--- src/md4_pkg.sv ---
`timescale 1ns / 1ps
// md4_pkg: shared types, constants and step tables for the MD4 hash engine.
// Depends on nothing; used by md4_hash_engine and md4_step_unit.

package md4_pkg;

    // Input transfer payload: one message word and its flags
    typedef struct packed {
        logic [31:0] data_word;
        logic [2:0]  byte_count;
        logic        first_word;
        logic        last_word;
    } md4_word_t;

    // Output transfer payload: the four digest words
    typedef struct packed {
        logic [31:0] digest_a;
        logic [31:0] digest_b;
        logic [31:0] digest_c;
        logic [31:0] digest_d;
    } md4_digest_t;

    // Four 32-bit words: chaining value or working registers, index 0 first
    typedef logic [3:0][31:0] md4_regs_t;

    // Sequencer states
    typedef enum logic [2:0] {
        ST_IDLE,
        ST_PAD,
        ST_LOAD,
        ST_STEP,
        ST_FOLD,
        ST_EMIT
    } md4_fsm_t;

    localparam logic [31:0] IV_A     = 32'h67452301;
    localparam logic [31:0] IV_B     = 32'hefcdab89;
    localparam logic [31:0] IV_C     = 32'h98badcfe;
    localparam logic [31:0] IV_D     = 32'h10325476;
    localparam logic [31:0] K_ROUND1 = 32'h5a827999;
    localparam logic [31:0] K_ROUND2 = 32'h6ed9eba1;
    localparam logic [7:0]  PAD_BYTE = 8'h80;

    localparam logic [2:0] FULL_WORD_BYTES = 3'd4;
    localparam logic [5:0] LAST_STEP       = 6'd47;
    localparam logic [3:0] LAST_POS        = 4'd15;
    localparam logic [3:0] LEN_LO_POS      = 4'd14;

    localparam md4_regs_t IV_WORDS = {IV_D, IV_C, IV_B, IV_A};

    // Message word used by a step: in order, then column order, then bit-reversed
    function automatic logic [3:0] md4_word_index(input logic [5:0] step);
        logic [3:0] i;
        i = step[3:0];
        case (step[5:4])
            2'd0:    return i;
            2'd1:    return {i[1:0], i[3:2]};
            default: return {i[0], i[1], i[2], i[3]};
        endcase
    endfunction

    // Left rotate amount for a step
    function automatic logic [4:0] md4_rot_amount(input logic [5:0] step);
        case ({step[5:4], step[1:0]})
            4'b00_00: return 5'd3;
            4'b00_01: return 5'd7;
            4'b00_10: return 5'd11;
            4'b00_11: return 5'd19;
            4'b01_00: return 5'd3;
            4'b01_01: return 5'd5;
            4'b01_10: return 5'd9;
            4'b01_11: return 5'd13;
            4'b10_00: return 5'd3;
            4'b10_01: return 5'd9;
            4'b10_10: return 5'd11;
            4'b10_11: return 5'd15;
            default:  return 5'd0;
        endcase
    endfunction

    // Rotate a word left
    function automatic logic [31:0] md4_rotl(input logic [31:0] v, input logic [4:0] s);
        logic [63:0] dbl;
        dbl = {v, v} << s;
        return dbl[63:32];
    endfunction

endpackage

--- src/md4_hash_engine.sv ---
`timescale 1ns / 1ps
// md4_hash_engine: streaming MD4 top level with padding sequencer.
// Depends on md4_pkg, md4_block_buffer and md4_step_unit.
//
//   channel | handshake                  | payload
//   --------+----------------------------+-----------------------------
//   word    | word_valid / word_stall    | md4_word_t   (message word)
//   digest  | digest_valid / digest_stall| md4_digest_t (four words)
//
// A word that does not fill a block is taken while the engine stays idle. A word
// that fills a block stalls new words through load, steps and fold: the shared
// step unit runs one MD4 step per cycle, fed by the registered buffer read. A last
// word adds padding writes, one or two more block runs and an emit state.
// Reset clears control and loads the initial chaining value; the buffer is
// not cleared. A held digest does not block new words, only the next digest.

module md4_hash_engine (
    input  logic                 clk,
    input  logic                 rst_n,
    input  logic                 word_valid,
    output logic                 word_stall,
    input  md4_pkg::md4_word_t   word,
    output logic                 digest_valid,
    input  logic                 digest_stall,
    output md4_pkg::md4_digest_t digest
);

    md4_pkg::md4_fsm_t    state_reg, state_next;
    logic [5:0]           step_reg, step_next;
    logic [3:0]           pos_reg, pos_next;
    logic [63:0]          len_reg, len_next;
    md4_pkg::md4_regs_t   cv_reg, cv_next;
    md4_pkg::md4_regs_t   wk_reg, wk_next;
    logic                 pad_reg, pad_next;
    logic                 extra80_reg, extra80_next;
    logic                 lo_done_reg, lo_done_next;
    logic                 tail_done_reg, tail_done_next;
    logic                 out_valid_reg, out_valid_next;
    md4_pkg::md4_digest_t out_data_reg, out_data_next;

    logic                 wr_en;
    logic [3:0]           wr_addr;
    logic [31:0]          wr_data;
    logic [3:0]           rd_addr;
    logic [31:0]          rd_data;
    logic [31:0]          step_result;

    logic [2:0]           count_sat;
    logic [31:0]          tail_word;
    logic [63:0]          len_base;
    logic [3:0]           pos_base;
    logic [63:0]          bit_len;

    md4_block_buffer u_buffer (
        .clk     (clk),
        .wr_en   (wr_en),
        .wr_addr (wr_addr),
        .wr_data (wr_data),
        .rd_addr (rd_addr),
        .rd_data (rd_data)
    );

    md4_step_unit u_step (
        .regs     (wk_reg),
        .msg_word (rd_data),
        .step     (step_reg),
        .result   (step_result)
    );

    assign word_stall   = (state_reg != md4_pkg::ST_IDLE);
    assign digest_valid = out_valid_reg;
    assign digest       = out_data_reg;
    assign bit_len      = {len_reg[60:0], 3'b000};

    // Saturate the byte count and build the final data word with its pad byte
    always_comb
    begin
        count_sat = (word.byte_count > md4_pkg::FULL_WORD_BYTES) ?
                    md4_pkg::FULL_WORD_BYTES : word.byte_count;
        case (count_sat)
            3'd0:    tail_word = {24'h0, md4_pkg::PAD_BYTE};
            3'd1:    tail_word = {16'h0, md4_pkg::PAD_BYTE, word.data_word[7:0]};
            3'd2:    tail_word = {8'h0, md4_pkg::PAD_BYTE, word.data_word[15:0]};
            3'd3:    tail_word = {md4_pkg::PAD_BYTE, word.data_word[23:0]};
            default: tail_word = word.data_word;
        endcase
        len_base = word.first_word ? 64'd0 : len_reg;
        pos_base = word.first_word ? 4'd0 : pos_reg;
    end

    // Sequencer: next state and datapath controls
    always_comb
    begin
        state_next     = state_reg;
        step_next      = step_reg;
        pos_next       = pos_reg;
        len_next       = len_reg;
        cv_next        = cv_reg;
        wk_next        = wk_reg;
        pad_next       = pad_reg;
        extra80_next   = extra80_reg;
        lo_done_next   = lo_done_reg;
        tail_done_next = tail_done_reg;
        out_data_next  = out_data_reg;
        out_valid_next = out_valid_reg && digest_stall;
        wr_en          = 1'b0;
        wr_addr        = pos_reg;
        wr_data        = 32'h0;
        rd_addr        = 4'd0;

        case (state_reg)
            md4_pkg::ST_IDLE:
            begin
                if (word_valid)
                begin
                    if (word.first_word)
                    begin
                        cv_next = md4_pkg::IV_WORDS;
                    end
                    wr_en    = 1'b1;
                    wr_addr  = pos_base;
                    wr_data  = word.last_word ? tail_word : word.data_word;
                    len_next = len_base + (word.last_word ? {61'h0, count_sat} : 64'd4);
                    pos_next = pos_base + 4'd1;
                    if (word.last_word)
                    begin
                        pad_next     = 1'b1;
                        extra80_next = (count_sat == md4_pkg::FULL_WORD_BYTES);
                    end
                    if (pos_base == md4_pkg::LAST_POS)
                    begin
                        state_next = md4_pkg::ST_LOAD;
                    end
                    else if (word.last_word)
                    begin
                        state_next = md4_pkg::ST_PAD;
                    end
                end
            end

            md4_pkg::ST_PAD:
            begin
                // Write pad byte word, zeros or the bit length
                wr_en    = 1'b1;
                pos_next = pos_reg + 4'd1;
                if (extra80_reg)
                begin
                    wr_data      = {24'h0, md4_pkg::PAD_BYTE};
                    extra80_next = 1'b0;
                end
                else if (pos_reg == md4_pkg::LEN_LO_POS)
                begin
                    wr_data      = bit_len[31:0];
                    lo_done_next = 1'b1;
                end
                else if (pos_reg == md4_pkg::LAST_POS && lo_done_reg)
                begin
                    wr_data        = bit_len[63:32];
                    tail_done_next = 1'b1;
                end
                if (pos_reg == md4_pkg::LAST_POS)
                begin
                    state_next = md4_pkg::ST_LOAD;
                end
            end

            md4_pkg::ST_LOAD:
            begin
                // Prefetch the first step's word, copy the chaining value
                rd_addr    = md4_pkg::md4_word_index(6'd0);
                wk_next    = cv_reg;
                step_next  = 6'd0;
                state_next = md4_pkg::ST_STEP;
            end

            md4_pkg::ST_STEP:
            begin
                // Run one step, rotate register roles, prefetch the next word
                rd_addr    = md4_pkg::md4_word_index(step_reg + 6'd1);
                wk_next[0] = wk_reg[3];
                wk_next[1] = step_result;
                wk_next[2] = wk_reg[1];
                wk_next[3] = wk_reg[2];
                step_next  = step_reg + 6'd1;
                if (step_reg == md4_pkg::LAST_STEP)
                begin
                    step_next  = 6'd0;
                    state_next = md4_pkg::ST_FOLD;
                end
            end

            md4_pkg::ST_FOLD:
            begin
                for (int i = 0; i < 4; i++)
                begin
                    cv_next[i] = cv_reg[i] + wk_reg[i];
                end
                if (tail_done_reg)
                begin
                    state_next = md4_pkg::ST_EMIT;
                end
                else if (pad_reg)
                begin
                    state_next = md4_pkg::ST_PAD;
                end
                else
                begin
                    state_next = md4_pkg::ST_IDLE;
                end
            end

            md4_pkg::ST_EMIT:
            begin
                // Hand the digest to the output register once it is free
                if (!out_valid_reg || !digest_stall)
                begin
                    out_data_next.digest_a = cv_reg[0];
                    out_data_next.digest_b = cv_reg[1];
                    out_data_next.digest_c = cv_reg[2];
                    out_data_next.digest_d = cv_reg[3];
                    out_valid_next = 1'b1;
                    len_next       = 64'd0;
                    pos_next       = 4'd0;
                    pad_next       = 1'b0;
                    extra80_next   = 1'b0;
                    lo_done_next   = 1'b0;
                    tail_done_next = 1'b0;
                    state_next     = md4_pkg::ST_IDLE;
                end
            end

            default:
            begin
                state_next = md4_pkg::ST_IDLE;
            end
        endcase
    end

    // Hold control state and chaining value
    always_ff @(posedge clk or negedge rst_n)
    begin
        if (!rst_n)
        begin
            state_reg     <= md4_pkg::ST_IDLE;
            step_reg      <= 6'd0;
            pos_reg       <= 4'd0;
            len_reg       <= 64'd0;
            cv_reg        <= md4_pkg::IV_WORDS;
            pad_reg       <= 1'b0;
            extra80_reg   <= 1'b0;
            lo_done_reg   <= 1'b0;
            tail_done_reg <= 1'b0;
            out_valid_reg <= 1'b0;
        end
        else
        begin
            state_reg     <= state_next;
            step_reg      <= step_next;
            pos_reg       <= pos_next;
            len_reg       <= len_next;
            cv_reg        <= cv_next;
            pad_reg       <= pad_next;
            extra80_reg   <= extra80_next;
            lo_done_reg   <= lo_done_next;
            tail_done_reg <= tail_done_next;
            out_valid_reg <= out_valid_next;
        end
    end

    // Advance working registers and digest payload
    always_ff @(posedge clk)
    begin
        wk_reg       <= wk_next;
        out_data_reg <= out_data_next;
    end

    // Step counter rests at zero outside the step loop
    assert property (@(posedge clk) disable iff (!rst_n)
        (state_reg != md4_pkg::ST_STEP) |-> (step_reg == 6'd0))
        else $error("step counter not at zero outside step loop");

    // A digest transfer is only offered after the emit state
    assert property (@(posedge clk) disable iff (!rst_n)
        $rose(out_valid_reg) |-> ($past(state_reg) == md4_pkg::ST_EMIT))
        else $error("digest raised outside emit");

    // A final word always leads into padding or a block run
    assert property (@(posedge clk) disable iff (!rst_n)
        (word_valid && !word_stall && word.last_word) |=>
        (state_reg == md4_pkg::ST_PAD || state_reg == md4_pkg::ST_LOAD))
        else $error("final word did not start padding");

    // Emit only happens on a block boundary with the length written
    assert property (@(posedge clk) disable iff (!rst_n)
        (state_reg == md4_pkg::ST_EMIT) |-> (pos_reg == 4'd0 && lo_done_reg && !extra80_reg))
        else $error("emit reached with incomplete padding");

endmodule

--- src/md4_block_buffer.sv ---
`timescale 1ns / 1ps
// md4_block_buffer: 16 x 32 message block store, one write and one registered read port.
// Depends on nothing.

module md4_block_buffer (
    input  logic        clk,
    input  logic        wr_en,
    input  logic [3:0]  wr_addr,
    input  logic [31:0] wr_data,
    input  logic [3:0]  rd_addr,
    output logic [31:0] rd_data
);

    logic [31:0] mem [16];
    logic [31:0] rd_data_reg;

    // Write one word
    always_ff @(posedge clk)
    begin
        if (wr_en)
        begin
            mem[wr_addr] <= wr_data;
        end
    end

    // Register the read word
    always_ff @(posedge clk)
    begin
        rd_data_reg <= mem[rd_addr];
    end

    assign rd_data = rd_data_reg;

endmodule

--- src/md4_step_unit.sv ---
`timescale 1ns / 1ps
// md4_step_unit: one MD4 step (round function, additions, rotate), shared by all 48 steps.
// Depends on md4_pkg.

module md4_step_unit (
    input  md4_pkg::md4_regs_t regs,
    input  logic [31:0]        msg_word,
    input  logic [5:0]         step,
    output logic [31:0]        result
);

    logic [31:0] x;
    logic [31:0] y;
    logic [31:0] z;
    logic [31:0] f;
    logic [31:0] sum;

    assign x = regs[1];
    assign y = regs[2];
    assign z = regs[3];

    // Select the round function and, in the second and third rounds, add its constant
    always_comb
    begin
        case (step[5:4])
            2'd0:    f = (x & y) | (~x & z);
            2'd1:    f = ((x & y) | (x & z) | (y & z)) + md4_pkg::K_ROUND1;
            default: f = (x ^ y ^ z) + md4_pkg::K_ROUND2;
        endcase
    end

    // Add and rotate
    assign sum    = regs[0] + f + msg_word;
    assign result = md4_pkg::md4_rotl(sum, md4_pkg::md4_rot_amount(step));

endmodule

--- config.mk ---
export PLATFORM = sky130hd
export DESIGN_NAME = md4_hash_engine
export DESIGN_NICKNAME = d
export VERILOG_FILES = /design/src/md4_pkg.sv /design/src/md4_hash_engine.sv /design/src/md4_block_buffer.sv /design/src/md4_step_unit.sv
export SDC_FILE = /design/constraint.sdc
export NUM_CORES = 2
export LEC_CHECK = 0
export BUFFER_PORTS_ARGS = -buffer_cell sky130_fd_sc_hd__buf_2
export CAP_MARGIN = 20
export CORE_ASPECT_RATIO = 0.6
export CORE_MARGIN = 2
export CORE_UTILIZATION = 49
export DETAILED_ROUTE_END_ITERATION = 6
export PLACE_DENSITY_LB_ADDON = 0.15
export SLEW_MARGIN = 20
export SYNTH_ARGS = -nofsm -noshare
export SYNTH_HDL_FRONTEND = slang
export SYNTH_HIERARCHICAL = 1
export SYNTH_SLANG_ARGS = --single-unit
--- constraint.sdc ---
create_clock -name clk -period 25.2 [get_ports clk]
set_input_delay 5.04 -clock clk [delete_from_list [all_inputs] [get_ports clk]]
set_output_delay 5.04 -clock clk [all_outputs]
set_load 0.05 [all_outputs]
## Word-level counts from Yosys, hierarchy flattened

Memory sizes are Yosys's and may differ from the RTL's. A register that Yosys moved wholly into a read port is not among the register bits.
Cells that the tools add are included.

- Add/subtract/negate cells: 12
- Magnitude comparators: 1
- Eq/ne operators: 26
- Shifts and indexed selects: 1
- Mux-type cells: 57
- Bitwise gates (word level): 10
- Reductions and logical operators: 24

Operators with widths:

| cell | count |
|---|---|
| 128-bit case mux with 2 select lines | 2 |
| 128-bit two-way mux | 2 |
| 32-bit adder | 6 |
| 64-bit two-way mux | 3 |
| 32-bit two-way mux | 5 |
| 32-bit AND | 4 |
| 32-bit case mux with 2 select lines | 2 |
| 32-bit case mux with 4 select lines | 1 |
| 64-bit case mux with 2 select lines | 1 |
| 32-bit OR | 3 |
| 32-bit by 31-bit adder with 32-bit output, second input constant | 2 |
| 64-bit by 3-bit adder with 64-bit output | 1 |
| 64-bit by 5-bit left shift with 64-bit output | 1 |
| 32-bit bitwise XOR | 2 |
| 32-bit NOT | 1 |
| 3-bit two-way mux | 9 |
| 4-bit two-way mux | 6 |
| 2-bit != test, second input constant | 10 |
| 3-bit case mux with 6 select lines | 1 |
| 1-bit two-way mux | 16 |
| 3-bit by 2-bit == test with 1-bit output, second input constant | 4 |
| 4-bit == test, second input constant | 3 |
| 4-bit case mux with 3 select lines | 1 |
| 6-bit case mux with 2 select lines | 1 |
| other kinds (23) | 44 |

- Register bits: 466
- Bits in writable memories: 512
- Bits in read-only memories: 80
- Input bits: 41
- Output and inout bits: 130
- Word-level logic and storage cells: 154
- Memories: 2

Memory list:

| memory | depth | bits a word | read ports | clocked after Yosys merged registers in | wr ports | line | text |
|---|---|---|---|---|---|---|---|
| u_buffer.mem | 16 | 32 | 1 | 1 | 1 | md4_block_buffer.sv:14 | `logic [31:0] mem [16];` |
| (name not given) | 16 | 5 | 1 | 0 | 0 | md4_pkg.sv:64 | `case ({step[5:4], step[1:0]})` |

## Longest topological paths before layout

- Depth after elaboration: 9
- Gate-level depth with buffers: 27

## Cells and area by module

The synthesis kept the hierarchy.

Modules (own cells, without submodules):

| module | instances | cells each | area an instance (µm²) | sequential area each (µm²) |
|---|---|---|---|---|
| md4_hash_engine | 1 | 2352 | 25281.7 | 12947.4 |
| md4_block_buffer | 1 | 838 | 19835.3 | 16015.4 |
| md4_step_unit | 1 | 1052 | 7408.4 | 0.0 |

## Worst setup path after synthesis

Ideal clock, no wire load.

- Kind: in2reg
- Start: input port digest_stall
- End: register lo_done_reg
- Library setup time: 0.447 ns
- Arrival: 11.732 ns
- Slack: 13.021 ns
- Stages: 2
- Cells stage by stage: a21oi_1 o22ai_1

- Word-level cells in the longest chain between the ends: 4

RTL lines:

| what | line | text |
|---|---|---|
| from (decl) | md4_hash_engine.sv:24 | `input logic digest_stall,` |
| 1-bit logical NOT | md4_hash_engine.sv:215 | `if (!out_valid_reg \|\| !digest_stall)` |
| 1-bit logical OR | md4_hash_engine.sv:215 |  |
| 2-bit != test (no line) | - |  |
| 4-bit AND reduction (no line) | - |  |
| to (signal assigned) | md4_hash_engine.sv:264 | `lo_done_reg <= lo_done_next;` |
| to (decl) | md4_hash_engine.sv:36 | `logic lo_done_reg, lo_done_next;` |

No other way between the ends.
A chain may end at the register's enable or synchronous reset.

==> summary.md <==
| Metric | Value |
|---|---|
| Status | finished with violations |
| Failing checks | design-rule violations |
| Largest register by flop count | u_buffer/mem |
| Worst Min Path Start | pad_reg |
| Initial core utilization | 49.71% |
| Clk Latency, worst-skew pair | 0.73 ns |
| CP required | 25.67 ns |
| Syn Area/Cell | 12.38 µm² |
| Io pins | 171 |
| Largest net degree at the start of global routing | 129 |
| Gr usage total | 28.64% |
| Gpl congestion | 0.9888 |
| CTS tree | yes |
| R2R Setup Slk | 16.95 ns |
| Vias per inst | 6.339 |
| Clk slew on worst S/H paths | 0.07 ns |
| Die H | 257.6 µm |
| Post-synthesis xor/xnor area fraction | 2.863% |
| Area Overhead vs Synth | 11.14% |
| # rows | 92 |
| Combinational family with the most area after synthesis | compound AO/OA/AOI/OAI gates |
| Final Hold Fails | 0 |
| Max cap viols | 0 |
| Initial drt markers | 5034 |
| Die width | 426.7 µm |
| Clock sink count | 1007 |
| WL/cell | 27.07 µm |
| Post-Synth Simple-Gate Area | 9.686% |
| TNS Setup | 0 ns |
| Asr flop ratio synth | 20.56% |
| Root buffer cell | clkbuf_16 |
| Number of synthesized flops with an enable pin | 768 |
| First-pass GRT wire length | 233.2 mm |
| RSZ-0062 raised after global routing | no |
| Setup violators final | 0 |
| Max Buffers Root-to-Sink | 3 |
| Initial antenna violation count | 6 |
| Post-DP HPWL | 111.3 mm |
| Cell taking the most area after synthesis | edfxtp_1 |
| Fraction of layout cells with a size suffix above 1 | 17.98% |
| Type of the worst setup path | flip-flop to flip-flop |
| H-tree depth | 3 |
| CP arrival | 8.71 ns |
| Nets | 4667 |
| Detailed Route WL | 159.5 mm |
| Number of CTS-inserted buffers | 95 |
| Die area | 0.1099 mm² |
| Post-synth top cells | edfxtp_1 (768), nand2_1 (355), a21oi_1 (292) |
| Ranking of synthesized cells by area | edfxtp_1 (44%), dfrtp_1 (6.8%), mux4_2 (5.5%) |
| Slew margin rel. | 25.13% |
| Crit-path max FO | 11 |
| Max reg flops | 512 |
| Syn nets | 4513 |
| Synthesized flop and latch total | 1007 |
| Final ANT Viol Nets | 0 |
| Minimum clock period | 8.248 ns |
| Mapped cell area | 0.05253 mm² |
| CORE AREA | 0.1057 mm² |
| Distinct cell type count after synthesis | 97 |
| Adder-cell share of the synthesized area | 6.465% |
| Mux cell area share after synthesis | 9.469% |
| Top_reg_cell synth | edfxtp_1 |
| Post-synth top area share | 43.91% |
| Detailed Routing Iterations Pass 1 | 7 |
| Grt ovf | 0 |
| Worst Skew | 0.03407 ns |
| Hold Buf Count CTS | 0 |
| Fin crit share | 32.73% |
| Startpoint Class | flip-flop |
| # port buffers | 170 |
| Post-CTS Resized | 0 |
| Final Slew Violations | 0 |
| Total vias in the final route | 37340 |
| Register area share after synthesis | 55.14% |
| Hold WS | 0.5072 ns |
| Setup crit start | wk_reg[36] |
| Fmax | 121.2 MHz |
| DRC violation count after routing | 3 |
| Synth Instances | 4242 |
| Vias in the first global route | 33930 |
| CP Capture Type | flip-flop |
| Most numerous cell in the Yosys netlist | edfxtp_1 |
| Hold Crit Class | flip-flop to flip-flop |
| Setup bufs post-CTS | 0 |
| FF-to-FF Start | wk_reg[36] |
| Compound-Gate Fraction of Synth Area | 14.04% |
| Worst Tran Pin Value | 1.123 ns |
| Yosys warns | 6 |
routing by layer:
metal / part of all wire [%] / wire, µm / global-route usage [%]
met2: 38 / 60300 / 35.04
met3: 13 / 20260 / 8.910
met4: 1.5 / 2395 / 4.871
met1: 48 / 76480 / 48.58
met5: 0.017 / 27 / 0
stage by stage:
| stage | instance area [µm²] | cells | setup WS (ns) | utilization [%] |
|---|---|---|---|---|
| finish | 58380 | 5890 | 16.95 | 55.24 |
| global route | 58370 | 5886 | 16.63 | 55.23 |
| CTS | 58350 | 5885 | 17.29 | 55.22 |
| detailed placement | 55260 | 5708 | 16.51 | 52.29 |
| global placement | 55260 | 5708 | 16.62 | 52.29 |
| floorplan | 52530 | 4242 | 13.02 | - |
worst paths after layout:
path,end,depth (start not counted)
max,wk_reg[46],22
min,pad_reg,2
max reg2reg,wk_reg[46],22
min reg2reg,pad_reg,2
max in group asynchronous,cv_reg[86],3
min in group asynchronous,len_reg[11],1
worst max-delay path, stage by stage, from the launching register on:
cell      delay [ns]
edfxtp_1        0.91
fa_1            0.60
and4b_1         0.23
o21ai_0         0.36
a21boi_0        0.26
o21a_1          0.30
o31a_1          0.38
o21ai_0         0.30
xor2_1          0.18
nand2_1         0.06
o21ai_0         0.16
fa_1            0.47
ha_1            0.43
a21oi_1         0.35
o21ai_0         0.26
nor3_1          0.65
a21oi_1         0.16
a211oi_1        0.30
xor2_1          0.37
o21ai_0         0.32
mux2_2          0.36
mux2_2          0.28
mux2_2          0.27
cell usage in the layout, fill, tap and decap left out, types with 15 or more instances in the layout:
cell,synthesis,routed
a211oi_1,50,48
a21o_1,85,85
a21oi_1,292,290
a221oi_1,19,19
a22o_1,22,22
a22oi_1,90,90
a31oi_1,42,42
and2_1,35,35
and3_1,32,32
buf_2,15,170
buf_4,9,94
clkbuf_1,155,35
clkbuf_16,0,96
dfrtp_1,143,141
dfstp_2,64,64
dfxtp_1,32,32
edfxtp_1,768,768
fa_1,69,69
ha_1,161,161
inv_1,102,101
mux2_2,138,138
mux2i_1,51,51
mux4_2,128,128
nand2_1,355,354
nand2b_1,43,43
nand3_1,66,66
nand3b_1,18,18
nand4_1,46,46
nor2_1,261,247
nor2b_1,57,55
nor3_1,57,51
o211ai_1,30,30
o21a_1,33,33
o21ai_0,277,270
o21bai_1,15,15
o22ai_1,18,17
o31ai_1,27,27
or3_1,24,23
xnor2_1,82,82
xor2_1,87,87
area by class of cell:
class,instances,area (µm²)
fillers,8842,47290
flip-flops and latches,1007,28970
multi-input cells,2924,22570
clock buffers,135,2589
well taps,1410,1764
repair buffers,266,1592
clock inverters,42,504.2
inverters,102,387.9
diodes,4,10.01
cell families (layout without fill, tap and decap cells):
family          after synthesis  after routing
mux                         319            319
flops                      1007           1007
simple gates               1061           1061
xor+xnor                    170            170
buf+inv                     311            545
fa+ha+maj                   230            230
compound gates             1144           1144
other cells                   0              4
Power is not shown: default switching activity piles up to over one toggle a cycle in this logic, so the estimate is an artifact.
